<file path="src/hdl/led_pattern_generator_assert.svh">
// assertion macros for the led pattern generator
`ifndef LED_PATTERN_GENERATOR_ASSERT_SVH
`define LED_PATTERN_GENERATOR_ASSERT_SVH
`ifndef ASSERT_OFF
`define LPG_ASSERT_IMP(label, clk, rst_n, ante, cons) \
	label: assert property (@(posedge clk) disable iff (!rst_n) (ante) |-> (cons)) \
		else $error("led pattern generator check failed");
`define LPG_ASSERT_NXT(label, clk, rst_n, ante, cons) \
	label: assert property (@(posedge clk) disable iff (!rst_n) (ante) |=> (cons)) \
		else $error("led pattern generator check failed");
`else
`define LPG_ASSERT_IMP(label, clk, rst_n, ante, cons)
`define LPG_ASSERT_NXT(label, clk, rst_n, ante, cons)
`endif
`endif

</file>
<file path="src/hdl/lpg_pkg.sv">
// types and constants shared by the led pattern generator
`timescale 1ns / 1ps
package lpg_pkg;

	localparam int unsigned TIME_W   = 32;
	localparam int unsigned ELAPSE_W = 16;
	localparam int unsigned PERIOD_W = 16;
	localparam int unsigned DUTY_W   = 8;
	localparam int unsigned MODE_W   = 3;
	localparam int unsigned CFG_IDX_W  = 3;
	localparam int unsigned CFG_DATA_W = 16;

	// request commands
	localparam logic CMD_TICK  = 1'b0;
	localparam logic CMD_START = 1'b1;

	// register indexes
	localparam logic [CFG_IDX_W-1:0] REG_MAIN_MODE   = 3'd0;
	localparam logic [CFG_IDX_W-1:0] REG_MAIN_PERIOD = 3'd1;
	localparam logic [CFG_IDX_W-1:0] REG_MAIN_DUTY   = 3'd2;
	localparam logic [CFG_IDX_W-1:0] REG_SEC_MODE    = 3'd3;
	localparam logic [CFG_IDX_W-1:0] REG_ALT_PERIOD  = 3'd4;
	localparam logic [CFG_IDX_W-1:0] REG_SEC_DUTY    = 3'd5;

	// mode codes
	localparam logic [MODE_W-1:0] MODE_OFF   = 3'd0;
	localparam logic [MODE_W-1:0] MODE_ON    = 3'd1;
	localparam logic [MODE_W-1:0] MODE_BLINK = 3'd2;
	localparam logic [MODE_W-1:0] MODE_HEART = 3'd3;

	// reset values
	localparam logic [PERIOD_W-1:0] PERIOD_RST = 16'd1000;
	localparam logic [DUTY_W-1:0]   DUTY_RST   = 8'd128;

	// heartbeat window edges in percent
	localparam int unsigned HB_PCT_A   = 15;
	localparam int unsigned HB_PCT_B   = 30;
	localparam int unsigned HB_PCT_C   = 45;
	localparam int unsigned HB_PCT_ALL = 100;
	localparam int unsigned HB_W = PERIOD_W + 7;

	typedef enum logic [2:0] {
		ST_IDLE = 3'b001,
		ST_DIV  = 3'b010,
		ST_DONE = 3'b100
	} lpg_state_t;

	typedef struct packed {
		logic start;
	} lpg_div_ctl_t;

	typedef struct packed {
		logic busy;
		logic done;
	} lpg_div_sts_t;

endpackage

</file>
<file path="src/hdl/lpg_if.sv">
// request and result channel interfaces
`timescale 1ns / 1ps
interface lpg_in_if;
	logic        valid;
	logic        ready;
	logic        command;
	logic [15:0] elapsed_ms;
	logic [31:0] hold_ms;

	modport source (output valid, output command, output elapsed_ms, output hold_ms,
		input ready);
	modport sink (input valid, input command, input elapsed_ms, input hold_ms,
		output ready);
endinterface

interface lpg_out_if;
	logic valid;
	logic ready;
	logic led_level;

	modport source (output valid, output led_level, input ready);
	modport sink (input valid, input led_level, output ready);
endinterface

</file>
<file path="src/hdl/lpg_mod_unit.sv">
// iterative remainder unit, one dividend bit per cycle
`timescale 1ns / 1ps
module lpg_mod_unit
	import lpg_pkg::*;
(
	input  logic                clk,
	input  logic                arst_n,
	input  lpg_div_ctl_t        ctl,
	input  logic [TIME_W-1:0]   dividend,
	input  logic [PERIOD_W-1:0] divisor,
	output lpg_div_sts_t        sts,
	output logic [PERIOD_W-1:0] rem
);

	localparam int unsigned CNT_W = $clog2(TIME_W);

	logic                busy_q;
	logic                done_q;
	logic [CNT_W-1:0]    cnt_q;
	logic [TIME_W-1:0]   dvd_q;
	logic [PERIOD_W-1:0] div_q;
	logic [PERIOD_W-1:0] rem_q;
	logic [PERIOD_W:0]   trial;
	logic [PERIOD_W:0]   diff;
	logic [PERIOD_W-1:0] rem_nxt;

	// trial is below twice the divisor, so one subtract keeps it reduced
	assign trial = {rem_q, dvd_q[TIME_W-1]};
	assign diff  = trial - {1'b0, div_q};
	assign rem_nxt = (trial >= {1'b0, div_q}) ? diff[PERIOD_W-1:0] : trial[PERIOD_W-1:0];

	always_ff @(posedge clk or negedge arst_n) begin
		if (!arst_n) begin
			busy_q <= 1'b0;
			done_q <= 1'b0;
			cnt_q  <= '0;
		end else begin
			done_q <= 1'b0;
			if (ctl.start) begin
				busy_q <= 1'b1;
				cnt_q  <= CNT_W'(TIME_W - 1);
			end else if (busy_q) begin
				cnt_q <= cnt_q - 1'b1;
				if (cnt_q == '0) begin
					busy_q <= 1'b0;
					done_q <= 1'b1;
				end
			end
		end
	end

	always_ff @(posedge clk) begin
		if (ctl.start) begin
			dvd_q <= dividend;
			div_q <= divisor;
			rem_q <= '0;
		end else if (busy_q) begin
			dvd_q <= {dvd_q[TIME_W-2:0], 1'b0};
			rem_q <= rem_nxt;
		end
	end

	assign sts.busy = busy_q;
	assign sts.done = done_q;
	assign rem      = rem_q;

endmodule

</file>
<file path="src/hdl/led_pattern_generator.sv">
// led pattern generator top level: registers, sequencer and level decision
//
//  channel   dir   handshake          payload
//  in_ch     in    valid / ready      command, elapsed_ms, hold_ms
//  out_ch    out   valid / ready      led_level
//  cfg       in    cfg_we             cfg_idx, cfg_wdata
//
// a start request gives no result
// a tick in off or on mode goes from idle to the done state; blink, or heartbeat
// in the main mode, passes through the divide state for the 32-step remainder
// of the time count by the period in lpg_mod_unit before the result is loaded
// in_ch.ready is low while a tick is in work; a result waiting on out_ch holds
// the next tick only at its last step. reset clears time count and timeout
`timescale 1ns / 1ps
`include "led_pattern_generator_assert.svh"
module led_pattern_generator
	import lpg_pkg::*;
(
	input  logic                  clk,
	input  logic                  arst_n,
	lpg_in_if.sink                in_ch,
	lpg_out_if.source             out_ch,
	input  logic                  cfg_we,
	input  logic [CFG_IDX_W-1:0]  cfg_idx,
	input  logic [CFG_DATA_W-1:0] cfg_wdata
);

	logic [MODE_W-1:0]   main_mode_q;
	logic [PERIOD_W-1:0] main_period_q;
	logic [DUTY_W-1:0]   main_duty_q;
	logic [MODE_W-1:0]   sec_mode_q;
	logic [PERIOD_W-1:0] alt_period_q;
	logic [DUTY_W-1:0]   sec_duty_q;

	lpg_state_t        state_q;
	logic [TIME_W-1:0] time_accum_q;
	logic [TIME_W-1:0] alt_remaining_q;
	logic              use_alt_q;
	logic              out_valid_q;
	logic              led_q;

	logic                accept;
	logic                tick_acc;
	logic                alt_active;
	logic                needs_div;
	logic [TIME_W-1:0]   time_nxt;
	logic [TIME_W-1:0]   elapsed_ext;
	lpg_div_ctl_t        div_ctl;
	lpg_div_sts_t        div_sts;
	logic [PERIOD_W-1:0] div_rem;
	logic [PERIOD_W-1:0] period_sel;
	logic [DUTY_W-1:0]   duty_sel;
	logic [PERIOD_W-1:0] phase;
	logic [PERIOD_W+DUTY_W-1:0] blink_prod;
	logic                blink_on;
	logic [HB_W-1:0]     ph_x100;
	logic [HB_W-1:0]     per_a;
	logic [HB_W-1:0]     per_b;
	logic [HB_W-1:0]     per_c;
	logic                heart_on;
	logic                level;
	logic                out_load;

	// configuration registers
	always_ff @(posedge clk or negedge arst_n) begin
		if (!arst_n) begin
			main_mode_q   <= MODE_OFF;
			main_period_q <= PERIOD_RST;
			main_duty_q   <= DUTY_RST;
			sec_mode_q    <= MODE_OFF;
			alt_period_q  <= PERIOD_RST;
			sec_duty_q    <= DUTY_RST;
		end else if (cfg_we) begin
			case (cfg_idx)
				REG_MAIN_MODE:   main_mode_q   <= cfg_wdata[MODE_W-1:0];
				REG_MAIN_PERIOD: main_period_q <= cfg_wdata[PERIOD_W-1:0];
				REG_MAIN_DUTY:   main_duty_q   <= cfg_wdata[DUTY_W-1:0];
				REG_SEC_MODE:    sec_mode_q    <= cfg_wdata[MODE_W-1:0];
				REG_ALT_PERIOD:  alt_period_q  <= cfg_wdata[PERIOD_W-1:0];
				REG_SEC_DUTY:    sec_duty_q    <= cfg_wdata[DUTY_W-1:0];
				default: ;
			endcase
		end
	end

	assign in_ch.ready = (state_q == ST_IDLE);
	assign accept      = in_ch.valid && in_ch.ready;
	assign tick_acc    = accept && (in_ch.command == CMD_TICK);
	assign alt_active  = (alt_remaining_q != '0);
	assign elapsed_ext = TIME_W'(in_ch.elapsed_ms);
	assign time_nxt    = time_accum_q + elapsed_ext;

	always_comb begin
		if (alt_active) begin
			needs_div = (sec_mode_q == MODE_BLINK);
		end else begin
			needs_div = (main_mode_q == MODE_BLINK) || (main_mode_q == MODE_HEART);
		end
	end

	assign div_ctl.start = tick_acc && needs_div;

	lpg_mod_unit u_mod (
		.clk      (clk),
		.arst_n   (arst_n),
		.ctl      (div_ctl),
		.dividend (time_nxt),
		.divisor  (alt_active ? alt_period_q : main_period_q),
		.sts      (div_sts),
		.rem      (div_rem)
	);

	// level decision from the phase held in the remainder unit
	assign period_sel = use_alt_q ? alt_period_q : main_period_q;
	assign duty_sel   = use_alt_q ? sec_duty_q : main_duty_q;
	assign phase      = (period_sel == '0) ? '0 : div_rem;
	assign blink_prod = period_sel * duty_sel;
	assign blink_on   = (phase > blink_prod[PERIOD_W+DUTY_W-1:DUTY_W]);

	// compare phase*100 against period*pct instead of dividing by 100
	assign ph_x100  = HB_W'(phase) * HB_W'(HB_PCT_ALL);
	assign per_a    = HB_W'(period_sel) * HB_W'(HB_PCT_A);
	assign per_b    = HB_W'(period_sel) * HB_W'(HB_PCT_B);
	assign per_c    = HB_W'(period_sel) * HB_W'(HB_PCT_C);
	assign heart_on = ((phase != '0) && (ph_x100 <= per_a)) ||
		((ph_x100 > per_b) && (ph_x100 <= per_c));

	always_comb begin
		if (use_alt_q) begin
			case (sec_mode_q)
				MODE_ON:    level = 1'b1;
				MODE_BLINK: level = blink_on;
				default:    level = 1'b0;
			endcase
		end else begin
			case (main_mode_q)
				MODE_ON:    level = 1'b1;
				MODE_BLINK: level = blink_on;
				MODE_HEART: level = heart_on;
				default:    level = 1'b0;
			endcase
		end
	end

	assign out_load = (state_q == ST_DONE) && (!out_valid_q || out_ch.ready);

	// sequencer and state
	always_ff @(posedge clk or negedge arst_n) begin
		if (!arst_n) begin
			state_q         <= ST_IDLE;
			time_accum_q    <= '0;
			alt_remaining_q <= '0;
			use_alt_q       <= 1'b0;
			out_valid_q     <= 1'b0;
		end else begin
			case (state_q)
				ST_IDLE: begin
					if (accept) begin
						if (in_ch.command == CMD_START) begin
							alt_remaining_q <= in_ch.hold_ms;
						end else begin
							time_accum_q <= time_nxt;
							use_alt_q    <= alt_active;
							if (alt_active) begin
								// count down, saturating at zero
								if (alt_remaining_q <= elapsed_ext) begin
									alt_remaining_q <= '0;
								end else begin
									alt_remaining_q <= alt_remaining_q - elapsed_ext;
								end
							end
							state_q <= needs_div ? ST_DIV : ST_DONE;
						end
					end
				end
				ST_DIV: begin
					if (div_sts.done) begin
						state_q <= ST_DONE;
					end
				end
				ST_DONE: begin
					if (out_load) begin
						state_q <= ST_IDLE;
					end
				end
				default: state_q <= ST_IDLE;
			endcase

			if (out_load) begin
				out_valid_q <= 1'b1;
			end else if (out_ch.ready) begin
				out_valid_q <= 1'b0;
			end
		end
	end

	always_ff @(posedge clk) begin
		if (out_load) begin
			led_q <= level;
		end
	end

	assign out_ch.valid     = out_valid_q;
	assign out_ch.led_level = led_q;

	`LPG_ASSERT_IMP(a_rise_from_done, clk, arst_n, $rose(out_valid_q), $past(state_q == ST_DONE))
	`LPG_ASSERT_IMP(a_done_in_div, clk, arst_n, div_sts.done, state_q == ST_DIV)
	`LPG_ASSERT_IMP(a_busy_in_div, clk, arst_n, div_sts.busy, state_q == ST_DIV)
	`LPG_ASSERT_NXT(a_start_no_result, clk, arst_n,
		accept && (in_ch.command == CMD_START) && !out_valid_q, !out_valid_q)
	`LPG_ASSERT_NXT(a_start_keeps_time, clk, arst_n,
		accept && (in_ch.command == CMD_START), $stable(time_accum_q))

endmodule
</file>
<file path="src/flat_wrapper.sv">
// flat-port wrapper written by rule: the top's interface ports become plain ports
module led_pattern_generator_flat import lpg_pkg::*;
  (clk, arst_n, cfg_we, cfg_idx, cfg_wdata, in_ch_valid, in_ch_command, in_ch_elapsed_ms, in_ch_hold_ms, in_ch_ready, out_ch_valid, out_ch_led_level, out_ch_ready);
  lpg_in_if in_ch_i ();
  lpg_out_if out_ch_i ();
  input  logic clk;
  input  logic arst_n;
  input  logic cfg_we;
  input  logic [CFG_IDX_W-1:0] cfg_idx;
  input  logic [CFG_DATA_W-1:0] cfg_wdata;
  input wire logic [$bits(in_ch_i.valid)-1:0] in_ch_valid;
  input wire logic [$bits(in_ch_i.command)-1:0] in_ch_command;
  input wire logic [$bits(in_ch_i.elapsed_ms)-1:0] in_ch_elapsed_ms;
  input wire logic [$bits(in_ch_i.hold_ms)-1:0] in_ch_hold_ms;
  output wire logic [$bits(in_ch_i.ready)-1:0] in_ch_ready;
  output wire logic [$bits(out_ch_i.valid)-1:0] out_ch_valid;
  output wire logic [$bits(out_ch_i.led_level)-1:0] out_ch_led_level;
  input wire logic [$bits(out_ch_i.ready)-1:0] out_ch_ready;
  assign in_ch_i.valid = in_ch_valid;
  assign in_ch_i.command = in_ch_command;
  assign in_ch_i.elapsed_ms = in_ch_elapsed_ms;
  assign in_ch_i.hold_ms = in_ch_hold_ms;
  assign in_ch_ready = in_ch_i.ready;
  assign out_ch_valid = out_ch_i.valid;
  assign out_ch_led_level = out_ch_i.led_level;
  assign out_ch_i.ready = out_ch_ready;
  led_pattern_generator u_core (.clk(clk), .arst_n(arst_n), .in_ch(in_ch_i), .out_ch(out_ch_i), .cfg_we(cfg_we), .cfg_idx(cfg_idx), .cfg_wdata(cfg_wdata));
endmodule
</file>
<file path="config.mk">
export PLATFORM = sky130hd
export DESIGN_NAME = led_pattern_generator_flat
export DESIGN_NICKNAME = d
export VERILOG_FILES = /design/src/hdl/lpg_pkg.sv /design/src/hdl/lpg_if.sv /design/src/hdl/lpg_mod_unit.sv /design/src/hdl/led_pattern_generator.sv /design/src/flat_wrapper.sv
export VERILOG_INCLUDE_DIRS = /design/src /design/src/hdl
export SDC_FILE = /design/constraint.sdc
export NUM_CORES = 1
export LEC_CHECK = 0
export BUFFER_PORTS_ARGS = -buffer_cell sky130_fd_sc_hd__buf_4
export CORE_UTILIZATION = 40
export DETAILED_ROUTE_END_ITERATION = 12
export GPL_TIMING_DRIVEN = 0
export SYNTH_ARGS = -nofsm -noshare
export SYNTH_HDL_FRONTEND = slang
export SYNTH_SLANG_ARGS = --single-unit
export TNS_END_PERCENT = 20
</file>
<file path="constraint.sdc">
create_clock -name clk -period 11.2 [get_ports clk]
set_input_delay 1.12 -clock clk [delete_from_list [all_inputs] [get_ports clk]]
set_output_delay 1.12 -clock clk [all_outputs]
set_load 0.05 [all_outputs]
</file>
==> results of run 1 <==
## through the flow
step | cells | utilization, % | area [um2] | hold WS (ns)
6_report | 3128 | 44.5 | 23500 | 0.489
3_5_place_dp | 3096 | 43.5 | 22900 | 0.472
2_1_floorplan | 2332 | - | 21500 | 0.420
4_1_cts | 3128 | 44.5 | 23500 | 0.492
5_1_grt | 3128 | 44.5 | 23500 | 0.508
3_3_place_gp | 3093 | 43.3 | 22900 | 0.462
## sequential cells by signal, indices dropped and copies added (netlist names), 3 cells and up
signal,flops
u_core.u_mod.cnt_q,5
u_core.sec_mode_q,3
u_core.sec_duty_q,8
u_core.alt_remaining_q,32
u_core.u_mod.dvd_q,32
u_core.u_mod.div_q,16
u_core.main_period_q,16
u_core.u_mod.rem,16
u_core.main_duty_q,8
u_core.alt_period_q,16
u_core.state_q,3
u_core.main_mode_q,3
u_core.time_accum_q,32
## cells in the final DEF, fill, tap and decap left out, types with 14 or more instances in the layout
cell / netlist / layout
nor3_1: 41 / 41
o21ai_0: 72 / 72
a32oi_1: 14 / 14
a21oi_1: 112 / 112
dfxtp_1: 16 / 16
nor2b_1: 26 / 26
xnor2_1: 74 / 74
clkbuf_1: 39 / 39
nand2_1: 198 / 198
nand2b_1: 22 / 21
and2_1: 16 / 16
buf_4: 1 / 73
and3_1: 17 / 17
a211oi_1: 16 / 16
inv_1: 296 / 296
xor2_1: 56 / 56
nand3_1: 29 / 29
edfxtp_1: 49 / 49
o21a_1: 19 / 19
dfstp_2: 15 / 15
nor2_1: 195 / 195
a21o_1: 46 / 46
mux2i_1: 32 / 28
o21ai_1: 62 / 62
ha_1: 291 / 291
a22oi_1: 18 / 18
mux2_2: 73 / 73
nand4_1: 27 / 27
fa_1: 151 / 151
dfrtp_1: 115 / 115
clkbuf_16: 0 / 17
## cell type report
cell class                 instances  area, um2
tap                              688        861
fill                            5122      29300
timing repair buffer              76        606
clock inverter                    15        139
inverter                         299       1120
sequential                       195       5060
multi-input combinational       1778      15000
clock buffer                      17        425
buffer                            60        265
## layer usage
metal / vias up / global-route usage, % / share of wire [%]
met2: 367 / 34.5 / 47
met4: 0 / 6.80 / 2.5
met1: 8431 / 29.0 / 47
met3: 73 / 2.38 / 3.8
li1: 8220 / - / -
met5: - / 0 / 0
## cell families (layout without fill, tap and decap cells)
logic type | Yosys count | in the layout | share of synthesized area, %
simple gates | 629 | 629 | 13.7
compound gates | 471 | 471 | 14.5
fa+ha+maj | 442 | 442 | 31.1
buf+inv | 359 | 467 | 6.47
flops | 195 | 195 | 23.6
xor+xnor | 130 | 130 | 5.31
mux | 106 | 106 | 5.40
## worst max-delay path: cells and delay by family (launching register included)
kind / cells / cell delay (ns)
adder cells (fa/ha/maj): 6 / 2.61
AO/OA/AOI/OAI: 12 / 2.72
buffers and inverters: 7 / 2.18
AND/OR/NAND/NOR: 5 / 0.93
XOR/XNOR: 1 / 0.09
multiplexers: 1 / 1.08
flip-flops: 1 / 0.32
## worst paths after layout
kind	endpoint	slack (ns)	depth (start not counted)
worst max-delay path	u_core.out_ch.led_level$_DFFE_PP_	1.00	32
worst min-delay path	u_core.time_accum_q[9]$_DFFE_PN0P_	0.49	2
worst max register to register	u_core.out_ch.led_level$_DFFE_PP_	1.00	32
worst min register to register	u_core.time_accum_q[9]$_DFFE_PN0P_	0.49	2
max in group asynchronous	u_core.alt_period_q[6]$_DFFE_PN1P_	9.77	2
min in group asynchronous	u_core.alt_remaining_q[14]$_DFFE_PN0P_	0.58	1
==> impl_metrics.ini, run 1 <==
[global_routing]
grt_usage_pct = 21.1
grt-ovfl-total = 0
grt_max_degree = 87
antenna_found_initial = 0
grt_first_pass_wirelength_um = 90300
grt_pass1_vias = 17137

[worst_setup_path]
crit_fanout = 10
crit_required_ns = 11.37
cp_slowest_stage_delay_ns = 1.08
path_class = flip-flop to flip-flop
cp_data_arrival_time_ns = 10.37
cp-startpoint = u_core.use_alt_q$_DFFE_PN0P_
crit_slowest_cell = mux2i_1
reg2reg_from = u_core.use_alt_q$_DFFE_PN0P_
crit_path_start_kind = flip-flop
end_kind = flip-flop

[route]
wl_um = 56500
wl_per_cell_um = 18.1
antenna_left = 0
firstDrtPassIters = 6
drt_iter0_drc = 912
drcViolationCount = 0
vias = 17091
via_per_inst = 5.46

[floorplan]
pin_count = 76
core_um2 = 52800
die_h_um = 234
dieArea_um2 = 54600
dieWidth_um = 234
rows = 84
initial_utilization_pct = 40.7

[synth]
ys_seq_area_share_pct = 23.6
ys_warn_count = 0
synth-edff-count = 49
ys_types = 97
synthTopCellsByCount = 296 x inv_1, 291 x ha_1, 198 x nand2_1
synth_area_leaders = ha_1 17%, fa_1 14%, dfrtp_1 13%, edfxtp_1 6.9%, inv_1 5.2%
synth_area_um2 = 21500
avgSynthCellArea_um2 = 9.20
syn_nets = 2847
yosysTopAreaCell = ha_1
syn_inst = 2332
synth_most_common_cell = inv_1
synthArstFlopShare_pct = 66.7
synth-seq-cells = 195
synth_top_area_share_pct = 17.0
synthFlopType = dfrtp_1

[clock_tree]
postCtsSetupBuffers = 0
cts-root-buf = clkbuf_16
hold_buffers = 0
cts_sinks = 195
cts_buffers = 17
path_clk_slew_ns = 0.08
h-tree-depth = 4
cts_tree = done
clockBufferDepth = 2
insertion_delay_ns = 0.46
cts_resized = 0

[timing]
final_hold_viol_count = 0
fin_setup_tns_ns = 0
fmax_ghz = 0.0981
slew_violations = 0
fin_worst_skew_ns = 0.0100
post-route-period-util_pct = 91.1
tightest_slew_ns = 1.35
fin_ws_ns = 1.00
slew_headroom_pct = 7.25
rsz0062_at_grt = false
finalCriticalPeriod_ns = 10.20
setup_viol = 0

[hold_path]
worstHoldStart = u_core.time_accum_q[9]$_DFFE_PN0P_
hp-class = flip-flop to flip-flop

[cells_and_area]
syn_to_final_growth_pct = 9.55
finalNetCount = 2942
layout-drive-gt1-share_pct = 10.5
diodes = 0

[placement]
detailedPlace.worstSlack_ns = 0.980
dpl.hpwl_um = 45600
gp_congestion = 0.891
numPortBuffers = 73

[run_status]
status = finished, final reports clean

[flow_run]
max_cap_violations = 0
Power of run 1 is left out: the tool's default activity adds up to more than one toggle a clock period on the data nets, which glitch-free logic cannot reach.
==> run 2, diff against run 1 <==
CORE_UTILIZATION = 55   (was 40)
PLACE_DENSITY = 0.72   (was unset)
==> impl_metrics.ini, run 2 (synthesis results as in run 1) <==
[cells_and_area]
finalNetCount = 2942
fill_cells = 3332
fin_util_pct = 61.3
final_common_cell = inv_1
layout-drive-gt1-share_pct = 10.5
reg_top3 = u_core.alt_remaining_q (32), u_core.time_accum_q (32), u_core.u_mod.dvd_q (32)
mostFrequentLayoutCells = 296 x inv_1, 291 x ha_1, 198 x nand2_1, 195 x nor2_1, 151 x fa_1
diodes = 0
syn_to_final_growth_pct = 8.61

[global_routing]
grt_first_pass_wirelength_um = 88600
grt_usage_pct = 28.4
grt_pass1_vias = 17185
grt_max_degree = 69
grt-ovfl-total = 0
antenna_found_initial = 0

[floorplan]
die_h_um = 199
pin_count = 76
rows = 71
initial_utilization_pct = 56.4
core_um2 = 38000
dieArea_um2 = 39800
dieWidth_um = 199

[timing]
post-route-period-util_pct = 93.7
setup_viol = 0
fin_setup_tns_ns = 0
rsz0062_at_grt = false
slew_headroom_pct = 0.104
fmax_ghz = 0.0953
tightest_slew_ns = 1.46
slew_violations = 0
fin_worst_skew_ns = 0.0101
finalCriticalPeriod_ns = 10.49
final_hold_viol_count = 0

[route]
vias = 17287
drt_iter0_drc = 1267
firstDrtPassIters = 8
drcViolationCount = 0
wl_um = 54500
wl_per_cell_um = 18.5
antenna_left = 0
via_per_inst = 5.86

[clock_tree]
cts_sinks = 195
insertion_delay_ns = 0.45
cts_buffers = 17
postCtsSetupBuffers = 0
cts_tree = done
h-tree-depth = 4
clockBufferDepth = 2
hold_buffers = 0
cts-root-buf = clkbuf_16
path_clk_slew_ns = 0.08
cts_resized = 0

[flow_run]
max_cap_violations = 1

[placement]
dpl.hpwl_um = 43400
gp_congestion = 0.942
numPortBuffers = 73

[hold_path]
worstHoldStart = u_core.u_mod.done_q$_DFF_PN0_
min_path_cells = 1
whs_endpoint = u_core.state_q[1]$_DFFE_PN0P_
hp-class = flip-flop to flip-flop

[worst_setup_path]
crit_required_ns = 11.36
reg2reg_slack_ns = 0.71
crit_slowest_cell = mux2i_1
end_kind = flip-flop
reg2reg_depth = 32
cp_slowest_stage_delay_ns = 1.08
r2r_end = u_core.out_ch.led_level$_DFFE_PP_
crit_path_start_kind = flip-flop
cp_data_arrival_time_ns = 10.65
reg2reg_from = u_core.use_alt_q$_DFFE_PN0P_
crit_fanout = 10
path_class = flip-flop to flip-flop

[run_status]
status = finished, violations left
violations = max-capacitance violations
==> run 2: area by class of cell <==
type	count	area [um2]	share of cell area (%)
plain buffers	60	265	1.14
clock buffers	18	450	1.93
clock inverters	14	138	0.591
inverters	299	1120	4.82
multi-input cells	1778	15000	64.5
flip-flops and latches	195	5060	21.7
well taps	511	639	2.74
repair buffers	76	602	2.58
==> run 2: critical path: cells and delay by family (launching register included) <==
| family | cells | cell delay [ns] |
|---|---|---|
| muxes | 1 | 1.08 |
| and+or+nand+nor | 5 | 1.13 |
| buffers and inverters | 7 | 2.14 |
| xor gates and xnor gates | 1 | 0.09 |
| DFF | 1 | 0.32 |
| AOI/OAI and AO/OA | 12 | 2.71 |
| adders and majority gates | 6 | 2.74 |
==> run 2: routing by layer <==
| metal | track usage [%] | routed length, um |
|---|---|---|
| met4 | 8.37 | 1300 |
| met3 | 2.51 | 2730 |
| met5 | 0 | 0 |
| met1 | 39.7 | 24600 |
| met2 | 46.9 | 25900 |
==> run 2: worst max path at each step <==
| stage | start | endpoint | slack (ns) | cells after the start |
|---|---|---|---|---|
| floorplan | u_core.use_alt_q$_DFFE_PN0P_ | u_core.out_ch.led_level$_DFFE_PP_ | 3.16 | 32 |
| global placement | u_core.use_alt_q$_DFFE_PN0P_ | u_core.out_ch.led_level$_DFFE_PP_ | 0.74 | 32 |
| detailed placement | u_core.use_alt_q$_DFFE_PN0P_ | u_core.out_ch.led_level$_DFFE_PP_ | 0.86 | 32 |
| CTS | u_core.use_alt_q$_DFFE_PN0P_ | u_core.out_ch.led_level$_DFFE_PP_ | 0.82 | 32 |
| global route | u_core.use_alt_q$_DFFE_PN0P_ | u_core.out_ch.led_level$_DFFE_PP_ | 0.07 | 32 |
| finish | u_core.use_alt_q$_DFFE_PN0P_ | u_core.out_ch.led_level$_DFFE_PP_ | 0.71 | 32 |
==> run 2: per-stage QoR <==
stage / worst slack (ns) / hold WS, ns / instance area [um2] / std cells
4_1_cts: 0.823 / 0.442 / 23300 / 2951
3_5_place_dp: 0.863 / 0.433 / 22700 / 2919
3_3_place_gp: 0.743 / 0.432 / 22600 / 2916
6_report: 0.708 / 0.446 / 23300 / 2951
5_1_grt: 0.0737 / 0.479 / 23300 / 2951
2_1_floorplan: 3.16 / 0.420 / 21500 / 2332
Power of run 2 is left out for the same reason.
